$ cat config.mk
export PLATFORM = sky130hd
export DESIGN_NAME = tga_rle_pixel_decoder
export DESIGN_NICKNAME = d
export VERILOG_FILES = /design/src/design/trpd_pkg.sv /design/src/design/tga_rle_pixel_decoder.sv /design/src/design/trpd_in_reg.sv /design/src/design/trpd_core.sv /design/src/design/trpd_out_reg.sv
export SDC_FILE = /design/constraint.sdc
export NUM_CORES = 1
export LEC_CHECK = 0
export BUFFER_PORTS_ARGS = -buffer_cell sky130_fd_sc_hd__buf_4
export CAP_MARGIN = 25
export CORE_MARGIN = 3
export CORE_UTILIZATION = 35
export CTS_CLUSTER_DIAMETER = 150
export DETAILED_ROUTE_END_ITERATION = 8
export SLEW_MARGIN = 5
export SYNTH_ARGS = -nofsm -noshare
export SYNTH_HDL_FRONTEND = slang
export SYNTH_SLANG_ARGS = --single-unit
$ cat constraint.sdc
create_clock -name clock -period 6.76 [get_ports clock]
set_clock_uncertainty 0.05 [all_clocks]
set_input_delay 0.676 -clock clock [delete_from_list [all_inputs] [get_ports clock]]
set_output_delay 0.676 -clock clock [all_outputs]
set_load 0.02 [all_outputs]
$ cat src/design/trpd_pkg.sv
// Shared types and constants for the TGA run-length pixel decoder.
// Used by every module of the decoder and by its checker.
package trpd_pkg;

   // Parse phases of the decoder.
   typedef enum logic [2:0] {
      PH_IDLE   = 3'd0,
      PH_HEADER = 3'd1,
      PH_SKIP   = 3'd2,
      PH_PACKET = 3'd3,
      PH_PIXEL  = 3'd4
   } phase_type;

   // Result kinds.
   localparam logic [1:0] KIND_HEADER = 2'd0;
   localparam logic [1:0] KIND_SPAN   = 2'd1;
   localparam logic [1:0] KIND_ERROR  = 2'd2;

   // Header error codes.
   localparam logic [1:0] ERR_NONE     = 2'd0;
   localparam logic [1:0] ERR_TYPE     = 2'd1;
   localparam logic [1:0] ERR_COLORMAP = 2'd2;
   localparam logic [1:0] ERR_DEPTH    = 2'd3;

   // Header byte positions.
   localparam logic [4:0] HDR_POS_ID_LEN    = 5'd0;
   localparam logic [4:0] HDR_POS_CMAP_TYPE = 5'd1;
   localparam logic [4:0] HDR_POS_IMG_TYPE  = 5'd2;
   localparam logic [4:0] HDR_POS_WIDTH_LO  = 5'd12;
   localparam logic [4:0] HDR_POS_WIDTH_HI  = 5'd13;
   localparam logic [4:0] HDR_POS_HEIGHT_LO = 5'd14;
   localparam logic [4:0] HDR_POS_HEIGHT_HI = 5'd15;
   localparam logic [4:0] HDR_POS_DEPTH     = 5'd16;
   localparam logic [4:0] HDR_POS_LAST      = 5'd17;

   // Header field values.
   localparam logic [7:0] IMG_TYPE_RAW = 8'd2;
   localparam logic [7:0] IMG_TYPE_RLE = 8'd10;
   localparam logic [7:0] DEPTH_24     = 8'd24;
   localparam logic [7:0] DEPTH_32     = 8'd32;
   localparam logic [6:0] RUN_LEN_MASK = 7'h7F;

   // Channel positions inside one pixel (file order is B, G, R, A).
   localparam logic [1:0] CH_BLUE  = 2'd0;
   localparam logic [1:0] CH_GREEN = 2'd1;
   localparam logic [1:0] CH_RED   = 2'd2;
   localparam logic [1:0] CH_ALPHA = 2'd3;

   // One input item.
   typedef struct packed {
      logic [7:0] data_byte;
      logic       new_file;
   } in_item_type;

   // One result item.
   typedef struct packed {
      logic [1:0]  kind;
      logic [1:0]  error_code;
      logic [7:0]  red;
      logic [7:0]  green;
      logic [7:0]  blue;
      logic [7:0]  alpha;
      logic [31:0] pixel_index;
      logic [7:0]  run_count;
      logic [15:0] image_width;
      logic [15:0] image_height;
      logic        image_done;
   } result_type;

endpackage

$ cat src/design/tga_rle_pixel_decoder.sv
// TGA true-color decoder taking one file byte per item and producing header,
// error and RGBA pixel-span items. Each byte passes an input register and a
// single decode stage into a result register, so one byte is accepted every
// cycle while the result side keeps taking items. A result is decoded from the
// input register into the result register and offered from there.
// The decode stage holds the parse state;
// its longest path is the 16 by 16 multiply that forms the pixel total on the
// last header byte. Raw images give one span per pixel; run packets give one
// span with a run count clipped at the image end. The alpha setting should be
// written only while no bytes are in flight. Depends on trpd_pkg.
module tga_rle_pixel_decoder import trpd_pkg::*; (
   input  logic        clock,
   input  logic        reset,
   // Byte input channel.
   input  logic        req_valid,
   output logic        req_ready,
   input  logic [7:0]  req_data_byte,
   input  logic        req_new_file,
   // Result channel.
   output logic        rsp_valid,
   input  logic        rsp_ready,
   output logic [1:0]  rsp_kind,
   output logic [1:0]  rsp_error_code,
   output logic [7:0]  rsp_red,
   output logic [7:0]  rsp_green,
   output logic [7:0]  rsp_blue,
   output logic [7:0]  rsp_alpha,
   output logic [31:0] rsp_pixel_index,
   output logic [7:0]  rsp_run_count,
   output logic [15:0] rsp_image_width,
   output logic [15:0] rsp_image_height,
   output logic        rsp_image_done,
   // Configuration write channel.
   input  logic        csr_valid,
   output logic        csr_ready,
   input  logic        csr_invert_alpha
);

   in_item_type req_item;
   in_item_type item;
   logic        item_valid;
   logic        slot_free;
   logic        fire;
   logic        res_valid;
   result_type  core_res;
   result_type  out_res;
   logic        invert_alpha_ff;

   assign req_item.data_byte = req_data_byte;
   assign req_item.new_file  = req_new_file;

   // An item is decoded when the result slot can take what it produces.
   assign fire = item_valid && slot_free;

   // Configuration register.
   assign csr_ready = 1'b1;
   always_ff @(posedge clock) begin
      if (reset) begin
         invert_alpha_ff <= 1'b0;
      end else if (csr_valid && csr_ready) begin
         invert_alpha_ff <= csr_invert_alpha;
      end
   end

   trpd_in_reg u_in_reg (
      .clock      (clock),
      .reset      (reset),
      .req_valid  (req_valid),
      .req_ready  (req_ready),
      .req_item   (req_item),
      .pop        (fire),
      .item_valid (item_valid),
      .item       (item)
   );

   trpd_core u_core (
      .clock        (clock),
      .reset        (reset),
      .fire         (fire),
      .item         (item),
      .invert_alpha (invert_alpha_ff),
      .res_valid    (res_valid),
      .res          (core_res)
   );

   trpd_out_reg u_out_reg (
      .clock     (clock),
      .reset     (reset),
      .load      (fire && res_valid),
      .load_res  (core_res),
      .rsp_ready (rsp_ready),
      .rsp_valid (rsp_valid),
      .slot_free (slot_free),
      .res       (out_res)
   );

   assign rsp_kind         = out_res.kind;
   assign rsp_error_code   = out_res.error_code;
   assign rsp_red          = out_res.red;
   assign rsp_green        = out_res.green;
   assign rsp_blue         = out_res.blue;
   assign rsp_alpha        = out_res.alpha;
   assign rsp_pixel_index  = out_res.pixel_index;
   assign rsp_run_count    = out_res.run_count;
   assign rsp_image_width  = out_res.image_width;
   assign rsp_image_height = out_res.image_height;
   assign rsp_image_done   = out_res.image_done;

endmodule

$ cat src/design/trpd_in_reg.sv
// Input register of the decoder: holds one accepted byte item until the
// decode stage takes it. Depends on trpd_pkg for the item type.
module trpd_in_reg import trpd_pkg::*; (
   input  logic        clock,
   input  logic        reset,
   input  logic        req_valid,
   output logic        req_ready,
   input  in_item_type req_item,
   input  logic        pop,
   output logic        item_valid,
   output in_item_type item
);

   logic        valid_ff;
   logic        valid_in;
   in_item_type item_ff;

   // A new item may enter when the register is empty or drains this cycle.
   assign req_ready = !valid_ff || pop;
   assign valid_in  = (req_valid && req_ready) || (valid_ff && !pop);

   always_ff @(posedge clock) begin
      if (reset) begin
         valid_ff <= 1'b0;
      end else begin
         valid_ff <= valid_in;
      end
   end

   // Payload needs no reset.
   always_ff @(posedge clock) begin
      if (req_valid && req_ready) begin
         item_ff <= req_item;
      end
   end

   assign item_valid = valid_ff;
   assign item       = item_ff;

endmodule

$ cat src/design/trpd_core.sv
// Decode stage: header parse, id skip, packet and pixel decode, one byte per
// fire. Holds all parse state. Depends on trpd_pkg.
module trpd_core import trpd_pkg::*; (
   input  logic        clock,
   input  logic        reset,
   input  logic        fire,
   input  in_item_type item,
   input  logic        invert_alpha,
   output logic        res_valid,
   output result_type  res
);

   phase_type   phase_ff, phase_in;
   logic [4:0]  header_count_ff, header_count_in;
   logic [7:0]  id_skip_left_ff, id_skip_left_in;
   logic        is_compressed_ff, is_compressed_in;
   logic        has_alpha_ff, has_alpha_in;
   logic [15:0] width_reg_ff, width_reg_in;
   logic [15:0] height_reg_ff, height_reg_in;
   logic [31:0] pixels_left_ff, pixels_left_in;
   logic [31:0] pixels_done_ff, pixels_done_in;
   logic [7:0]  packet_left_ff, packet_left_in;
   logic        packet_is_run_ff, packet_is_run_in;
   logic [1:0]  channel_pos_ff, channel_pos_in;
   logic [23:0] color_gather_ff, color_gather_in;
   logic [1:0]  hdr_fault_ff, hdr_fault_in;

   logic [7:0]  b;
   logic        hdr_last;
   logic        hdr_empty;
   logic        enter_data_hdr;
   logic        skip_end;
   logic        pix_finish;
   logic [23:0] color_next;
   logic        run_span;
   logic        left_short;
   logic [7:0]  span_cnt;
   logic        span_done;
   logic [7:0]  packet_left_fin;
   logic [7:0]  alpha_val;
   logic [31:0] pixel_area;

   assign b = item.data_byte;

   // Shared decode terms.
   assign hdr_last       = (phase_ff == PH_HEADER) && (header_count_ff == HDR_POS_LAST);
   assign hdr_empty      = (width_reg_ff == 16'd0) || (height_reg_ff == 16'd0);
   assign enter_data_hdr = hdr_last && (hdr_fault_ff == ERR_NONE) && !hdr_empty
                           && (id_skip_left_ff == 8'd0);
   assign skip_end       = (id_skip_left_ff <= 8'd1);
   assign pixel_area     = 32'(width_reg_ff) * 32'(height_reg_ff);

   // Gather the current byte into its color lane.
   always_comb begin
      color_next = color_gather_ff;
      case (channel_pos_ff)
         CH_BLUE:  color_next[7:0]   = b;
         CH_GREEN: color_next[15:8]  = b;
         CH_RED:   color_next[23:16] = b;
         default:  color_next = color_gather_ff;
      endcase
   end

   // A pixel finishes on its last color byte, or on the alpha byte.
   assign pix_finish = (phase_ff == PH_PIXEL) &&
                       ((channel_pos_ff == CH_ALPHA) ||
                        ((channel_pos_ff == CH_RED) && !has_alpha_ff));
   assign alpha_val  = (channel_pos_ff == CH_ALPHA) ? (invert_alpha ? b : ~b) : 8'hFF;

   // Span length: a run packet is clipped at the pixels still owed.
   assign run_span   = is_compressed_ff && packet_is_run_ff;
   assign left_short = (pixels_left_ff[31:8] == 24'd0) &&
                       (pixels_left_ff[7:0] < packet_left_ff);
   assign span_cnt   = !run_span ? 8'd1 :
                       (left_short ? pixels_left_ff[7:0] : packet_left_ff);
   assign span_done  = (pixels_left_ff[31:8] == 24'd0) && (pixels_left_ff[7:0] == span_cnt);

   always_comb begin
      if (run_span) begin
         packet_left_fin = 8'd0;
      end else if (is_compressed_ff && (packet_left_ff != 8'd0)) begin
         packet_left_fin = packet_left_ff - 8'd1;
      end else begin
         packet_left_fin = packet_left_ff;
      end
   end

   // Next phase.
   always_comb begin
      phase_in = phase_ff;
      if (item.new_file) begin
         phase_in = PH_HEADER;
      end else begin
         case (phase_ff)
            PH_HEADER: begin
               if (hdr_last) begin
                  if ((hdr_fault_ff != ERR_NONE) || hdr_empty) begin
                     phase_in = PH_IDLE;
                  end else if (id_skip_left_ff != 8'd0) begin
                     phase_in = PH_SKIP;
                  end else begin
                     phase_in = is_compressed_ff ? PH_PACKET : PH_PIXEL;
                  end
               end
            end
            PH_SKIP: begin
               if (skip_end) begin
                  phase_in = is_compressed_ff ? PH_PACKET : PH_PIXEL;
               end
            end
            PH_PACKET: phase_in = PH_PIXEL;
            PH_PIXEL: begin
               if (pix_finish) begin
                  if (span_done) begin
                     phase_in = PH_IDLE;
                  end else if (is_compressed_ff && (packet_left_fin == 8'd0)) begin
                     phase_in = PH_PACKET;
                  end
               end
            end
            default: phase_in = phase_ff;
         endcase
      end
   end

   // Result of the current byte.
   always_comb begin
      res       = '0;
      res_valid = 1'b0;
      if (!item.new_file) begin
         if (hdr_last) begin
            res_valid = 1'b1;
            if (hdr_fault_ff != ERR_NONE) begin
               res.kind       = KIND_ERROR;
               res.error_code = hdr_fault_ff;
            end else begin
               res.kind         = KIND_HEADER;
               res.image_width  = width_reg_ff;
               res.image_height = height_reg_ff;
               res.image_done   = hdr_empty;
            end
         end else if (pix_finish) begin
            res_valid       = 1'b1;
            res.kind        = KIND_SPAN;
            res.red         = color_next[23:16];
            res.green       = color_next[15:8];
            res.blue        = color_next[7:0];
            res.alpha       = alpha_val;
            res.pixel_index = pixels_done_ff;
            res.run_count   = span_cnt;
            res.image_done  = span_done;
         end
      end
   end

   // Next values of the parse state.
   always_comb begin
      header_count_in  = header_count_ff;
      id_skip_left_in  = id_skip_left_ff;
      is_compressed_in = is_compressed_ff;
      has_alpha_in     = has_alpha_ff;
      width_reg_in     = width_reg_ff;
      height_reg_in    = height_reg_ff;
      pixels_left_in   = pixels_left_ff;
      pixels_done_in   = pixels_done_ff;
      packet_left_in   = packet_left_ff;
      packet_is_run_in = packet_is_run_ff;
      channel_pos_in   = channel_pos_ff;
      color_gather_in  = color_gather_ff;
      hdr_fault_in     = hdr_fault_ff;
      if (item.new_file) begin
         // Restart: this byte is header byte zero, the id field length.
         header_count_in  = 5'd1;
         id_skip_left_in  = b;
         is_compressed_in = 1'b0;
         has_alpha_in     = 1'b0;
         width_reg_in     = 16'd0;
         height_reg_in    = 16'd0;
         pixels_left_in   = 32'd0;
         pixels_done_in   = 32'd0;
         packet_left_in   = 8'd0;
         packet_is_run_in = 1'b0;
         channel_pos_in   = CH_BLUE;
         color_gather_in  = 24'd0;
         hdr_fault_in     = ERR_NONE;
      end else begin
         case (phase_ff)
            PH_HEADER: begin
               header_count_in = header_count_ff + 5'd1;
               case (header_count_ff)
                  HDR_POS_ID_LEN: id_skip_left_in = b;
                  HDR_POS_CMAP_TYPE: begin
                     if (b != 8'd0) begin
                        hdr_fault_in = ERR_COLORMAP;
                     end
                  end
                  HDR_POS_IMG_TYPE: begin
                     if (!(b inside {IMG_TYPE_RAW, IMG_TYPE_RLE})) begin
                        hdr_fault_in = ERR_TYPE;
                     end
                     is_compressed_in = (b == IMG_TYPE_RLE);
                  end
                  HDR_POS_WIDTH_LO:  width_reg_in[7:0]   = b;
                  HDR_POS_WIDTH_HI:  width_reg_in[15:8]  = b;
                  HDR_POS_HEIGHT_LO: height_reg_in[7:0]  = b;
                  HDR_POS_HEIGHT_HI: height_reg_in[15:8] = b;
                  HDR_POS_DEPTH: begin
                     if ((hdr_fault_ff == ERR_NONE) && !(b inside {DEPTH_24, DEPTH_32})) begin
                        hdr_fault_in = ERR_DEPTH;
                     end
                     has_alpha_in = (b == DEPTH_32);
                  end
                  HDR_POS_LAST: begin
                     pixels_left_in = pixel_area;
                     pixels_done_in = 32'd0;
                  end
                  default: header_count_in = header_count_ff + 5'd1;
               endcase
               if (enter_data_hdr) begin
                  channel_pos_in   = CH_BLUE;
                  color_gather_in  = 24'd0;
                  packet_left_in   = 8'd0;
                  packet_is_run_in = 1'b0;
               end
            end
            PH_SKIP: begin
               if (id_skip_left_ff != 8'd0) begin
                  id_skip_left_in = id_skip_left_ff - 8'd1;
               end
               if (skip_end) begin
                  channel_pos_in   = CH_BLUE;
                  color_gather_in  = 24'd0;
                  packet_left_in   = 8'd0;
                  packet_is_run_in = 1'b0;
               end
            end
            PH_PACKET: begin
               packet_is_run_in = b[7];
               packet_left_in   = {1'b0, b[6:0] & RUN_LEN_MASK} + 8'd1;
               channel_pos_in   = CH_BLUE;
               color_gather_in  = 24'd0;
            end
            PH_PIXEL: begin
               if (pix_finish) begin
                  packet_left_in  = packet_left_fin;
                  pixels_done_in  = pixels_done_ff + 32'(span_cnt);
                  pixels_left_in  = pixels_left_ff - 32'(span_cnt);
                  channel_pos_in  = CH_BLUE;
                  color_gather_in = 24'd0;
               end else begin
                  channel_pos_in  = channel_pos_ff + 2'd1;
                  color_gather_in = color_next;
               end
            end
            default: header_count_in = header_count_ff;
         endcase
      end
   end

   // Parse state registers, updated once per processed item.
   always_ff @(posedge clock) begin
      if (reset) begin
         phase_ff         <= PH_IDLE;
         header_count_ff  <= 5'd0;
         id_skip_left_ff  <= 8'd0;
         is_compressed_ff <= 1'b0;
         has_alpha_ff     <= 1'b0;
         width_reg_ff     <= 16'd0;
         height_reg_ff    <= 16'd0;
         pixels_left_ff   <= 32'd0;
         pixels_done_ff   <= 32'd0;
         packet_left_ff   <= 8'd0;
         packet_is_run_ff <= 1'b0;
         channel_pos_ff   <= CH_BLUE;
         color_gather_ff  <= 24'd0;
         hdr_fault_ff     <= ERR_NONE;
      end else if (fire) begin
         phase_ff         <= phase_in;
         header_count_ff  <= header_count_in;
         id_skip_left_ff  <= id_skip_left_in;
         is_compressed_ff <= is_compressed_in;
         has_alpha_ff     <= has_alpha_in;
         width_reg_ff     <= width_reg_in;
         height_reg_ff    <= height_reg_in;
         pixels_left_ff   <= pixels_left_in;
         pixels_done_ff   <= pixels_done_in;
         packet_left_ff   <= packet_left_in;
         packet_is_run_ff <= packet_is_run_in;
         channel_pos_ff   <= channel_pos_in;
         color_gather_ff  <= color_gather_in;
         hdr_fault_ff     <= hdr_fault_in;
      end
   end

endmodule

$ cat src/design/trpd_out_reg.sv
// Result register of the decoder: holds one result item until the
// consumer takes it. Depends on trpd_pkg for the result type.
module trpd_out_reg import trpd_pkg::*; (
   input  logic       clock,
   input  logic       reset,
   input  logic       load,
   input  result_type load_res,
   input  logic       rsp_ready,
   output logic       rsp_valid,
   output logic       slot_free,
   output result_type res
);

   logic       valid_ff;
   logic       valid_in;
   result_type res_ff;

   // The slot frees up when empty or when the held item is taken now.
   assign slot_free = !valid_ff || rsp_ready;
   assign valid_in  = load || (valid_ff && !rsp_ready);

   always_ff @(posedge clock) begin
      if (reset) begin
         valid_ff <= 1'b0;
      end else begin
         valid_ff <= valid_in;
      end
   end

   always_ff @(posedge clock) begin
      if (load) begin
         res_ff <= load_res;
      end
   end

   assign rsp_valid = valid_ff;
   assign res       = res_ff;

endmodule

==> results.json <==
{
  "rows": 91,
  "fmax_mhz": 157,
  "multi_input_area_um2": 13700,
  "hpwl_um": 45100,
  "swShare": 0.240,
  "fp.dieH_um": 256,
  "wire_per_inst_um": 17.9,
  "crit_type": "register to register",
  "finalSetupViolations": 0,
  "setup_ws_ns": 0.399,
  "vias": 17513,
  "tightest_slew_ns": 1.01,
  "synth_top_family_by_area": "adder cells",
  "pwr-share-comb": 0.055,
  "hold_depth": 1,
  "antenna_found_initial": 1,
  "async_flop_share": 0,
  "grt.overflow.total": 0,
  "p_int_w": 0.00284,
  "rsz0062_at_grt": "no",
  "drt-initial-drc-count": 1123,
  "cp.required_ns": 7.24,
  "p_switching_w": 0.000896,
  "outcome": "complete, no violations",
  "yosysTopAreaCell": "fa_1",
  "hold_violations": 0,
  "area_growth_pct": 13.5,
  "nets": 2820,
  "p_leak_nw": 10.8,
  "core_um2": 61800,
  "r2r_cells": 20,
  "cp.arrival_ns": 6.84,
  "max-slew-margin-rel": 0.329,
  "slew_violations": 0,
  "drv_cap": 0,
  "cts_buffers": 31,
  "seq_area_um2": 6630,
  "fill_cells": 6120,
  "pre_cts_ws_ns": 0.367,
  "fin_setup_tns_ns": 0,
  "drcViolationCount": 0,
  "first_pass_iters": 5,
  "netlist_area_um2": 21900,
  "grt_pass1_wl_um": 97700,
  "ys_warn_count": 0,
  "synth-edff-count": 118,
  "io_buffers": 125,
  "p_clk_frac": 0.474,
  "synth-xor-area-share": 0.0288,
  "synthDistinctLibCells": 82,
  "cp-end-kind": "register",
  "cts_buffer_depth": 3,
  "crit_fanout": 12,
  "io_pins": 127,
  "clk_latency_ns": 0.59,
  "cts-root-buf": "clkbuf_16",
  "synth_flop_cell": "dfxtp_1",
  "fin_util": 0.402,
  "synth_top_area_frac": 0.179,
  "irDropWorstVdd_mv": 0.193,
  "synth_cells": 2397,
  "avgSynthCellArea_um2": 9.14,
  "drtAntennaViolNets": 0,
  "fin_crit_sh": 0.941,
  "path_clk_slew_ns": 0.07,
  "cp-start-kind": "register",
  "synth_area_leaders": "fa_1 18%, edfxtp_1 16%, dfxtp_1 14%",
  "powerDensity_nw_per_um2": 150,
  "routabilityCongestion": 0.886,
  "routed_wl_um": 59700,
  "synthMuxAreaShare": 0.0279,
  "dieArea_um2": 65700,
  "post-route-min-period_ns": 6.36,
  "grt_max_degree": 95,
  "cts_tree": "done",
  "ys_seq_area_frac": 0.302,
  "clock-sinks": 272,
  "synth_fa_ha_area_frac": 0.262,
  "post_synth_and_or_nand_nor_area_fraction": 0.195,
  "vias_per_cell": 5.26,
  "grt_pass1_vias": 17941,
  "grtUsageTotal": 0.182,
  "start_util": 0.354,
  "drive_gt1_frac": 0.104,
  "synth_compound_area_frac": 0.113,
  "hold_path_class": "input port to register",
  "syn_nets": 2752,
  "antenna_cells": 0,
  "htree_levels": 1,
  "fp.dieW_um": 256,
  "pwr-share-seq": 0.471,
  "ys_seq_elements": 272,
  "ctsHoldBuffers": 0
}
cells in the final DEF (no fill, tap or decap), types with 5 or more instances in the layout:
cell / Yosys / layout
or3_1: 16 / 16
nand3b_1: 8 / 8
a21oi_1: 96 / 96
o21bai_1: 5 / 5
a21o_1: 36 / 36
nand2_1: 237 / 237
fa_1: 196 / 196
xor2_1: 48 / 48
and2_1: 157 / 157
a31oi_1: 10 / 10
nand4_1: 26 / 26
buf_4: 1 / 179
o21ai_0: 67 / 66
inv_1: 263 / 263
xnor2_1: 24 / 24
and3_1: 52 / 52
or2_2: 5 / 5
o31ai_1: 8 / 8
or4_1: 10 / 10
ha_1: 144 / 144
nand3_1: 38 / 38
nor4_1: 17 / 17
dfxtp_1: 154 / 153
nor3_1: 42 / 41
mux2i_1: 61 / 61
o31a_1: 6 / 6
o22ai_1: 10 / 10
o21a_1: 7 / 7
clkinv_2: 0 / 6
nand2b_1: 21 / 21
o21ai_1: 4 / 5
edfxtp_1: 118 / 118
nor2b_1: 11 / 11
o211ai_1: 7 / 7
a22oi_1: 48 / 48
clkbuf_16: 0 / 32
a211oi_1: 13 / 13
nor2_1: 207 / 206
logic make-up (layout without fill, tap and decap cells):
group	count (synthesis)	in the layout
compound gates	374	374
mux	61	61
fa+ha+maj	341	341
buf+inv	411	504
other cells	1	1
simple gates	865	865
flops	272	272
xor+xnor	72	72
power by group through the flow:
| stage | clock network [W] | logic [W] | registers [W] |
|---|---|---|---|
| 3_5_place_dp | 0 | 0.000203 | 0.00180 |
| 3_3_place_gp | 0 | 0.000199 | 0.00180 |
| 2_1_floorplan | 0 | 0.000116 | 0.00180 |
| 4_1_cts | 0.00181 | 0.000204 | 0.00176 |
| 6_report | 0.00177 | 0.000206 | 0.00176 |
| 5_1_grt | 0.00188 | 0.000222 | 0.00176 |
worst paths after layout:
path,start,to,slack (ns)
hold reg to reg,u_core.pixels_done_ff[31]$_SDFFE_PP0P_,u_core.pixels_done_ff[31]$_SDFFE_PP0P_,0.41
setup / recovery,u_core.width_reg_ff[6]$_SDFFE_PP0P_,u_core.pixels_left_ff[30]$_SDFFE_PP0P_,0.40
hold / removal,req_data_byte[1],u_in_reg.item[2]$_DFFE_PP_,0.21
setup reg to reg,u_core.width_reg_ff[6]$_SDFFE_PP0P_,u_core.pixels_left_ff[30]$_SDFFE_PP0P_,0.40
cell usage after synthesis, drive strengths merged (24+ instances only):
cell    number
o21ai       73
a21oi       98
a21o        36
nand2      238
clkbuf     132
ha         144
and3        52
mux2i       61
xor2        48
nor3        42
and2       157
nand3       38
fa         196
dfxtp      154
inv        263
xnor2       24
a22oi       48
nand4       26
nor2       208
edfxtp     118
stage by stage:
stage | hold WS (ns) | power, W | std cells | area [um^2]
2_1_floorplan | 0.381 | 0.00191 | 2397 | 21900
3_3_place_gp | 0.400 | 0.00200 | 3266 | 23800
3_5_place_dp | 0.409 | 0.00200 | 3268 | 23800
4_1_cts | 0.171 | 0.00378 | 3326 | 24900
5_1_grt | 0.172 | 0.00387 | 3327 | 24900
6_report | 0.213 | 0.00374 | 3327 | 24900
registers in the layout (all words and copies together), names as in the netlist:
| name | cells |
|---|---|
| invert_alpha_ff | 1 |
| u_out_reg.res | 109 |
| u_out_reg.rsp_valid | 1 |
| u_in_reg.item | 9 |
| u_core.header_count_ff | 5 |
| u_core.hdr_fault_ff | 2 |
| u_core.pixels_left_ff | 32 |
| u_core.packet_left_ff | 8 |
| u_core.is_compressed_ff | 1 |
| u_in_reg.item_valid | 1 |
| u_core.phase_ff | 3 |
| u_core.packet_is_run_ff | 1 |
| u_core.pixels_done_ff | 32 |
| u_core.color_gather_ff | 24 |
| u_core.has_alpha_ff | 1 |
| u_core.height_reg_ff | 16 |
| u_core.width_reg_ff | 16 |
| u_core.channel_pos_ff | 2 |
| u_core.id_skip_left_ff | 8 |
area by class of cell:
type                            instances  area share
Clock buffer                           36      0.0336
Sequential cell                       272       0.266
Timing Repair Buffer                  181      0.0556
Tap cell                              837      0.0421
Inverter                              265      0.0401
Multi-Input combinational cell       1714       0.553
Clock inverter                         22     0.00966
critical path, stage by stage (launching register included):
cell      delay [ns]
dfxtp_1         0.60
buf_4           0.26
nand2_1         0.09
fa_1            0.56
inv_1           0.06
fa_1            0.56
fa_1            0.43
fa_1            0.48
fa_1            0.50
inv_1           0.05
fa_1            0.47
inv_1           0.04
ha_1            0.36
a21o_1          0.22
o21ai_0         0.12
nor3b_1         0.26
a21boi_0        0.21
o211ai_1        0.23
nand3_1         0.17
or4_1           0.49
nand3_1         0.09
routing by layer:
layer | track usage | vias up | part of all wire
li1 | - | 8169 | -
met2 | 0.328 | 498 | 0.51
met5 | 0 | - | 0.00022
met3 | 0.0190 | 109 | 0.047
met4 | 0.0603 | 2 | 0.033
met1 | 0.226 | 8735 | 0.41
what timing repair did:
action                                  4_1_cts  5_1_grt
endpoints found under the setup margin        0        1
setup buffers                                 0        0
gates resized for setup                       0        1
Power figures use the tool's default switching activity.
